**src/design/hex_escape_decoder_unit_defines.svh**
```systemverilog
// Assertion macros shared by the hex escape decoder modules.
`ifndef HEX_ESCAPE_DECODER_UNIT_DEFINES_SVH
`define HEX_ESCAPE_DECODER_UNIT_DEFINES_SVH

// Checks a property at every rising edge of clk outside of reset.
`define HED_ASSERT(label, prop, msg) \
  label: assert property (@(posedge clk) disable iff (!rst_n) (prop)) else $error(msg);

// Checks that a condition leads to a consequence in the next cycle.
`define HED_ASSERT_NEXT(label, ante, cons, msg) \
  label: assert property (@(posedge clk) disable iff (!rst_n) (ante) |=> (cons)) \
    else $error(msg);

`endif

```
**src/design/hed_pkg.sv**
```systemverilog
// Shared constants, types and helper functions of the hex escape decoder.
package hed_pkg;

  // Character codes that the decoder looks for.
  localparam logic [7:0] CH_BACKSLASH = 8'h5C;
  localparam logic [7:0] CH_LOWER_X   = 8'h78;
  localparam logic [7:0] CH_UPPER_X   = 8'h58;

  // One input character causes at most this many result bytes.
  localparam int MAX_EMIT = 4;
  localparam int EMIT_CW  = $clog2(MAX_EMIT + 1);
  localparam int EMIT_IW  = $clog2(MAX_EMIT);

  // Result buffer geometry.
  localparam int FIFO_DEPTH = 8;
  localparam int FIFO_AW    = $clog2(FIFO_DEPTH);
  localparam int FIFO_CW    = $clog2(FIFO_DEPTH + 1);

  // One result byte with its end-of-string mark.
  typedef struct packed {
    logic       last;
    logic [7:0] data;
  } hed_entry_t;

  // The group of result bytes that one accepted character produces.
  typedef struct packed {
    hed_entry_t [MAX_EMIT-1:0] entry;
    logic [EMIT_CW-1:0]        count;
  } hed_emit_t;

  // Decodes a hex digit of either case; bit 4 flags a valid digit.
  function automatic logic [4:0] hex_digit(input logic [7:0] ch);
    logic [4:0] res;
    res = 5'd0;
    if (ch >= 8'h30 && ch <= 8'h39) begin
      res = {1'b1, 4'(ch - 8'h30)};
    end else if (ch >= 8'h61 && ch <= 8'h66) begin
      res = {1'b1, 4'(ch - 8'h57)};
    end else if (ch >= 8'h41 && ch <= 8'h46) begin
      res = {1'b1, 4'(ch - 8'h37)};
    end
    return res;
  endfunction

endpackage

```
**src/design/hed_decode.sv**
```systemverilog
// Escape sequence tracker: holds partial escapes and builds the result bytes per character.
`include "hex_escape_decoder_unit_defines.svh"

module hed_decode (
  input  logic               clk,
  input  logic               rst_n,
  input  logic               acc_i,
  input  logic [7:0]         in_char_i,
  input  logic               is_final_i,
  output hed_pkg::hed_emit_t emit_o
);

  // Sequence progress codes.
  localparam logic [1:0] STAGE_IDLE = 2'd0;
  localparam logic [1:0] STAGE_BS   = 2'd1;
  localparam logic [1:0] STAGE_X    = 2'd2;
  localparam logic [1:0] STAGE_DIG  = 2'd3;
  localparam int         NUM_CAND   = 7;

  logic [1:0] stage_r, stage_nxt;
  logic [7:0] held_x_r, held_x_nxt;
  logic [7:0] held_digit_r, held_digit_nxt;

  logic       is_x;
  logic [4:0] hex_ch;
  logic [4:0] hex_hd;
  logic       brk;
  logic       fresh;
  logic       mid_en;
  logic [7:0] mid_byte;
  logic [1:0] stage_mid;
  logic [1:0] old_flush;
  logic [1:0] new_flush;
  logic [NUM_CAND-1:0]      cand_en;
  logic [NUM_CAND-1:0][7:0] cand_byte;
  logic [hed_pkg::EMIT_CW-1:0] idx;
  hed_pkg::hed_emit_t emit;

  // Classify the character against the current stage.
  always_comb begin
    is_x           = (in_char_i == hed_pkg::CH_LOWER_X) || (in_char_i == hed_pkg::CH_UPPER_X);
    hex_ch         = hed_pkg::hex_digit(in_char_i);
    hex_hd         = hed_pkg::hex_digit(held_digit_r);
    brk            = 1'b0;
    fresh          = 1'b0;
    mid_en         = 1'b0;
    mid_byte       = in_char_i;
    stage_mid      = stage_r;
    held_x_nxt     = held_x_r;
    held_digit_nxt = held_digit_r;
    unique case (stage_r)
      STAGE_IDLE: begin
        fresh = 1'b1;
      end
      STAGE_BS: begin
        if (is_x) begin
          stage_mid  = STAGE_X;
          held_x_nxt = in_char_i;
        end else begin
          brk   = 1'b1;
          fresh = 1'b1;
        end
      end
      STAGE_X: begin
        if (hex_ch[4]) begin
          stage_mid      = STAGE_DIG;
          held_digit_nxt = in_char_i;
        end else begin
          brk   = 1'b1;
          fresh = 1'b1;
        end
      end
      STAGE_DIG: begin
        if (hex_ch[4]) begin
          stage_mid = STAGE_IDLE;
          mid_en    = 1'b1;
          mid_byte  = {hex_hd[3:0], hex_ch[3:0]};
        end else begin
          brk   = 1'b1;
          fresh = 1'b1;
        end
      end
      default: begin
        stage_mid = STAGE_IDLE;
      end
    endcase
    // A character handled afresh either opens an escape or passes through.
    if (fresh) begin
      if (in_char_i == hed_pkg::CH_BACKSLASH) begin
        stage_mid = STAGE_BS;
      end else begin
        stage_mid = STAGE_IDLE;
        mid_en    = 1'b1;
      end
    end
    old_flush = brk ? stage_r : STAGE_IDLE;
    new_flush = is_final_i ? stage_mid : STAGE_IDLE;
    stage_nxt = is_final_i ? STAGE_IDLE : stage_mid;
  end

  // Candidate bytes in output order: old held flush, middle byte, final flush.
  always_comb begin
    cand_en[0]   = (old_flush >= STAGE_BS);
    cand_byte[0] = hed_pkg::CH_BACKSLASH;
    cand_en[1]   = (old_flush >= STAGE_X);
    cand_byte[1] = held_x_r;
    cand_en[2]   = (old_flush >= STAGE_DIG);
    cand_byte[2] = held_digit_r;
    cand_en[3]   = mid_en;
    cand_byte[3] = mid_byte;
    cand_en[4]   = (new_flush >= STAGE_BS);
    cand_byte[4] = hed_pkg::CH_BACKSLASH;
    cand_en[5]   = (new_flush >= STAGE_X);
    cand_byte[5] = held_x_nxt;
    cand_en[6]   = (new_flush >= STAGE_DIG);
    cand_byte[6] = held_digit_nxt;
  end

  // Pack the enabled candidates into consecutive slots and mark the last one.
  always_comb begin
    emit = '0;
    idx  = '0;
    for (int i = 0; i < NUM_CAND; i++) begin
      if (cand_en[i] && (idx < hed_pkg::EMIT_CW'(hed_pkg::MAX_EMIT))) begin
        emit.entry[idx[hed_pkg::EMIT_IW-1:0]].data = cand_byte[i];
        idx = idx + hed_pkg::EMIT_CW'(1);
      end
    end
    for (int j = 0; j < hed_pkg::MAX_EMIT; j++) begin
      emit.entry[j].last = is_final_i && (hed_pkg::EMIT_CW'(j + 1) == idx);
    end
    emit.count = idx;
  end

  assign emit_o = emit;

  // Stage register.
  always_ff @(posedge clk) begin
    if (!rst_n) begin
      stage_r <= STAGE_IDLE;
    end else if (acc_i) begin
      stage_r <= stage_nxt;
    end
  end

  // Held characters of a started escape.
  always_ff @(posedge clk) begin
    if (!rst_n) begin
      held_x_r     <= 8'h00;
      held_digit_r <= 8'h00;
    end else if (acc_i) begin
      held_x_r     <= held_x_nxt;
      held_digit_r <= held_digit_nxt;
    end
  end

  `HED_ASSERT_NEXT(final_clears_stage_a, acc_i && is_final_i, stage_r == STAGE_IDLE,
    "final character left a partial escape held")
  `HED_ASSERT(final_emits_a, !(acc_i && is_final_i) || (emit.count != '0),
    "final character produced no result")

endmodule

```
**src/design/hed_fifo.sv**
```systemverilog
// Result buffer: takes up to four bytes per cycle and hands them out one per cycle while the output is taken.
`include "hex_escape_decoder_unit_defines.svh"

module hed_fifo (
  input  logic               clk,
  input  logic               rst_n,
  input  logic               push_i,
  input  hed_pkg::hed_emit_t emit_i,
  output logic               room_o,
  output logic               out_valid_o,
  input  logic               out_ready_i,
  output hed_pkg::hed_entry_t out_entry_o
);

  hed_pkg::hed_entry_t mem [hed_pkg::FIFO_DEPTH];

  logic [hed_pkg::FIFO_AW-1:0] wr_ptr_r, wr_ptr_nxt;
  logic [hed_pkg::FIFO_AW-1:0] rd_ptr_r, rd_ptr_nxt;
  logic [hed_pkg::FIFO_CW-1:0] count_r, count_nxt;
  logic [hed_pkg::EMIT_CW-1:0] wr_n;
  logic                        pop;

  // Pointer and fill bookkeeping.
  always_comb begin
    wr_n       = push_i ? emit_i.count : '0;
    pop        = out_valid_o && out_ready_i;
    wr_ptr_nxt = wr_ptr_r + hed_pkg::FIFO_AW'(wr_n);
    rd_ptr_nxt = rd_ptr_r + hed_pkg::FIFO_AW'(pop);
    count_nxt  = count_r + hed_pkg::FIFO_CW'(wr_n) - hed_pkg::FIFO_CW'(pop);
  end

  assign room_o      = (count_r <= hed_pkg::FIFO_CW'(hed_pkg::FIFO_DEPTH - hed_pkg::MAX_EMIT));
  assign out_valid_o = (count_r != '0);
  assign out_entry_o = mem[rd_ptr_r];

  // Control registers.
  always_ff @(posedge clk) begin
    if (!rst_n) begin
      wr_ptr_r <= '0;
      rd_ptr_r <= '0;
      count_r  <= '0;
    end else begin
      wr_ptr_r <= wr_ptr_nxt;
      rd_ptr_r <= rd_ptr_nxt;
      count_r  <= count_nxt;
    end
  end

  // Write the new bytes into consecutive slots.
  always_ff @(posedge clk) begin
    for (int i = 0; i < hed_pkg::MAX_EMIT; i++) begin
      if (hed_pkg::EMIT_CW'(i) < wr_n) begin
        mem[wr_ptr_r + hed_pkg::FIFO_AW'(i)] <= emit_i.entry[i];
      end
    end
  end

  `HED_ASSERT(count_bound_a, count_r <= hed_pkg::FIFO_CW'(hed_pkg::FIFO_DEPTH),
    "result buffer overfilled")
  `HED_ASSERT(ptr_count_a, (count_r == hed_pkg::FIFO_CW'(hed_pkg::FIFO_DEPTH)) ||
    (hed_pkg::FIFO_AW'(wr_ptr_r - rd_ptr_r) == count_r[hed_pkg::FIFO_AW-1:0]),
    "buffer pointers disagree with fill count")

endmodule

```
**src/design/hex_escape_decoder_unit.sv**
```systemverilog
// Top level of the hex escape decoder: input handshake, decoder and result buffer.
//
// The block decodes a character stream in which backslash, x or X and two hex
// digits become one byte; every other character passes through, and a broken
// escape comes out as the characters that were held. One character can be
// accepted in every cycle. Its results enter an eight-entry result buffer in
// the same edge and appear at the output from the next cycle on, one byte per
// cycle. A character yields zero to four bytes; the input is ready whenever the
// buffer has four free entries, so with the output always taken the stream
// runs at one character per cycle, and a stalled output stops the input once
// the buffer holds more than four bytes. The last byte of a string carries tlast.
`include "hex_escape_decoder_unit_defines.svh"

module hex_escape_decoder_unit (
  input  logic       clk,
  input  logic       rst_n,
  input  logic       in_tvalid,
  output logic       in_tready,
  input  logic [7:0] in_tdata,   // [7:0] in_char
  input  logic       in_tlast,   // is_final
  output logic       out_tvalid,
  input  logic       out_tready,
  output logic [7:0] out_tdata,  // [7:0] out_byte
  output logic       out_tlast   // end_of_string
);

  logic                room;
  logic                acc;
  hed_pkg::hed_emit_t  emit;
  hed_pkg::hed_entry_t head;

  // A request is taken when the buffer can absorb its worst-case results.
  assign in_tready = room;
  assign acc       = in_tvalid && room;

  hed_decode u_decode (
    .clk        (clk),
    .rst_n      (rst_n),
    .acc_i      (acc),
    .in_char_i  (in_tdata),
    .is_final_i (in_tlast),
    .emit_o     (emit)
  );

  hed_fifo u_fifo (
    .clk         (clk),
    .rst_n       (rst_n),
    .push_i      (acc),
    .emit_i      (emit),
    .room_o      (room),
    .out_valid_o (out_tvalid),
    .out_ready_i (out_tready),
    .out_entry_o (head)
  );

  assign out_tdata = head.data;
  assign out_tlast = head.last;

endmodule

```
**config.mk**
```make
export PLATFORM = sky130hd
export DESIGN_NAME = hex_escape_decoder_unit
export DESIGN_NICKNAME = d
export VERILOG_FILES = /design/src/design/hed_pkg.sv /design/src/design/hed_decode.sv /design/src/design/hed_fifo.sv /design/src/design/hex_escape_decoder_unit.sv
export VERILOG_INCLUDE_DIRS = /design/src /design/src/design
export SDC_FILE = /design/constraint.sdc
export NUM_CORES = 1
export LEC_CHECK = 0
export ABC_AREA = 1
export BUFFER_PORTS_ARGS = -buffer_cell sky130_fd_sc_hd__buf_4
export CAP_MARGIN = 10
export CORE_MARGIN = 3
export CORE_UTILIZATION = 61
export DETAILED_ROUTE_END_ITERATION = 12
export GPL_ROUTABILITY_DRIVEN = 1
export PLACE_DENSITY = 0.83
export SYNTH_ARGS = -nofsm -noshare
export SYNTH_HDL_FRONTEND = slang
export SYNTH_SLANG_ARGS = --single-unit
```
**constraint.sdc**
```tcl
create_clock -name clk -period 12 [get_ports clk]
set_input_delay 1.8 -clock clk [delete_from_list [all_inputs] [get_ports clk]]
set_output_delay 1.8 -clock clk [all_outputs]
set_load 0.01 [all_outputs]
```
==> flow_metrics.tcl <==
set metrics [dict create \
    tightestPinTransition_ps 1490 \
    synth.most_common_cell "nand2_1" \
    gp_congestion 1.07 \
    switching_share_pct 40.2 \
    die_width_um 131 \
    outcome "complete, but fails checks" \
    hold_path_end "u_decode.held_x_r[7]" \
    syn2layout_area_growth_pct 6.49 \
    cpMostUsedCell "nand2_1" \
    use_met2_pct 63.6 \
    slew_headroom_pct -0.0752 \
    start_kind "input pin" \
    dp_hpwl_um 25000 \
    cts_tree "yes" \
    hp-start "u_decode.held_x_r[7]" \
    max_stage_delay_ps 620 \
    antenna_found_initial 0 \
    clkSlewWorstSetupHoldPaths_ps 80 \
    reg2regPathDepth 28 \
    detail_route.vias_per_cell 6.40 \
    hold_buffers 0 \
    p_leak_nw 4.85 \
    numCtsBuffers 9 \
    comb_power_share_pct 37.6 \
    grt_busiest_layer "met2" \
    yosys.area.top_type "edfxtp_1" \
    grt_usage_pct 40.9 \
    failed_checks "capacitance limit, slew limit" \
    p_per_area_nw_per_um2 116 \
    crit_path_end_kind "flop" \
    cp_data_arrival_time_ps 7920 \
    power_w 0.00118 \
    final_max_slew_viol_count 1 \
    ant_nets 0 \
    clk_latency_ps 370 \
    synth_cell_types 52 \
    rrSetupSlack_ps 5920 \
    crit_required_ps 11950 \
    synth-seq-area-share_pct 28.7 \
    async_reset_ff_share_pct 0 \
    ys_top_cells_by_count "265 x nand2_1, 258 x nand3_1, 203 x nor2_1" \
    grt.met3_usage_pct 9.88 \
    synth-edff-count 72 \
    p_clk_share_pct 25.6 \
    timing.rr.start "u_decode.stage_r[1]" \
    die_area_sq_um 17100 \
    ys_top_cells_by_area "edfxtp_1 23%, nand3_1 14%, nand2_1 10%, nor2_1 8.0%, inv_1 6.1%" \
    hp-class "flop to flop" \
    postCtsSetupBuffers 0 \
    first_iter_violations 1976 \
    hold_path_depth 2 \
    crit_fanout 81 \
    syn_area_sq_um 9490 \
    critPathKind "input pin to flop" \
    grt_pass1_wl_um 52600 \
    grt_util_met1_pct 50.4 \
    rsz0062_at_grt "no" \
    fin_crit_sh_pct 66.4 \
    clockRootBuffer "clkbuf_16" \
    setup_tns_ps 0 \
    core-area_sq_um 14900 \
    power.switching_w 0.000473 \
    synth_ff_type "edfxtp_1" \
    io_buffers 23 \
    htree_levels 3 \
    finalClockSkew_ps 19.8 \
    synth_top_area_share_pct 22.8 \
    vias 10486 \
    internal-power_w 0.000703 \
    fmax_mhz 125 \
    drc 0 \
    die_h_um 131 \
    syn_nets 1496 \
    rows 44 \
    wl_um 35100 \
    ir_worst_vdd_uv 145 \
    drt_pass1_iterations 6 \
    grt_pass1_vias 9141 \
    n_antenna_cell 0 \
    ys_seq_elements 100 \
    setup_viol 0 \
    maxCapViolations 1 \
    start_util_pct 63.8 \
    drive_above_1_share_pct 9.97 \
    cts.path.max_buffers 2 \
    final-hold-violation-count 0 \
    worst_path_max_delay_cell "or2_1" \
    grt_overflow 0 \
    yosysWarnings 0 \
    wl_per_cell_um 21.4 \
    fill_cells 1299 \
    clock_sinks 100 \
    r2r-end "u_fifo.mem[0][6]" \
    fin_crit_ps 7970 \
    grt_max_degree 82 \
    cts_resized 0 \
    synthCells 1448 \
    avgSynthCellArea_sq_um 6.55 \
    nNetsFinal 1498 \
    pin_count 24 \
    seq_power_share_pct 36.8 \
]
==> per-layer routing <==
layer	part of all wire (%)	vias to the layer above
met4	8.3	0
met2	43	734
met1	36	4630
met5	0	-
li1	-	4912
met3	12	210
==> state kept, by name, summed over array words and instances (netlist names) <==
| name | count |
|---|---|
| u_fifo.count_r | 4 |
| u_decode.held_x_r | 8 |
| u_fifo.wr_ptr_r | 3 |
| u_decode.held_digit_r | 8 |
| u_decode.stage_r | 2 |
| u_fifo.mem | 72 |
| u_fifo.rd_ptr_r | 3 |
==> per-stage QoR <==
stage	util (%)	hold WS, ps	instances	setup slack [ps]	area [sq um]
after floorplan	-	428	1448	5360	9490
after global placement	65.9	468	1623	4030	9800
after detailed placement	65.9	472	1623	3810	9800
after CTS	68.0	483	1639	4150	10100
after global routing	68.0	499	1639	3460	10100
final	68.0	487	1639	4030	10100
==> power groups by stage <==
stage | registers, W | logic [W] | clock network (W)
after floorplan | 0.000422 | 0.000282 | 0
after global placement | 0.000438 | 0.000417 | 0
after detailed placement | 0.000439 | 0.000426 | 0
after CTS | 0.000432 | 0.000429 | 0.000302
after global routing | 0.000435 | 0.000479 | 0.000313
final | 0.000433 | 0.000442 | 0.000301
==> layout by cell type, fill, tap and decap left out, types with 4 or more instances in the layout <==
cell type	count
o21ai_1	14
xor2_1	6
a211oi_1	4
edfxtp_1	72
nand2_1	265
dfxtp_1	28
o21ai_0	75
nand3_1	258
nand2_2	25
nand2_4	18
inv_1	153
buf_4	50
clkbuf_16	9
nor2_1	203
o22ai_1	17
inv_2	8
nand4_1	21
or2_2	5
a21oi_1	90
nor3_1	14
a31oi_1	21
o211ai_1	9
ha_1	33
==> how the worst max path moves through the flow <==
| stage | startpoint | to | slack [ps] | cells past startpoint |
|---|---|---|---|---|
| floorplan | in_tdata[0] | u_fifo.mem[2][0] | 5360 | 36 |
| global placement | in_tdata[0] | u_fifo.mem[0][3] | 4030 | 33 |
| detailed placement | in_tdata[0] | u_fifo.mem[0][7] | 3810 | 33 |
| CTS | in_tdata[0] | u_fifo.mem[0][0] | 4150 | 32 |
| global route | in_tdata[0] | u_fifo.mem[7][0] | 3460 | 36 |
| finish | in_tdata[0] | u_fifo.mem[0][6] | 4030 | 33 |
==> critical path: cells and delay by family <==
kind | cells | cell delay [ps]
and+or+nand+nor | 18 | 3560
buffers and inverters | 9 | 1210
adders and majority gates | 4 | 1070
AOI/OAI and AO/OA | 2 | 250
==> layout make-up <==
type / instances / area (sq um) / area share (%)
multi-input combinational: 1125 / 5860 / 58.0
sequential: 100 / 2720 / 27.0
inverter: 164 / 616 / 6.09
timing repair buffer: 50 / 375 / 3.72
clock buffer: 11 / 243 / 2.40
tap: 184 / 230 / 2.28
clock inverter: 5 / 58.8 / 0.582
==> cells by family after synthesis <==
logic type      share of synthesized area, %
flops                                   28.7
xor+xnor                               0.831
compound gates                          14.8
fa+ha+maj                               4.77
simple gates                            41.2
mux                                    0.119
buf+inv                                 9.56
Note: power is estimated with default switching activity, not from simulation.
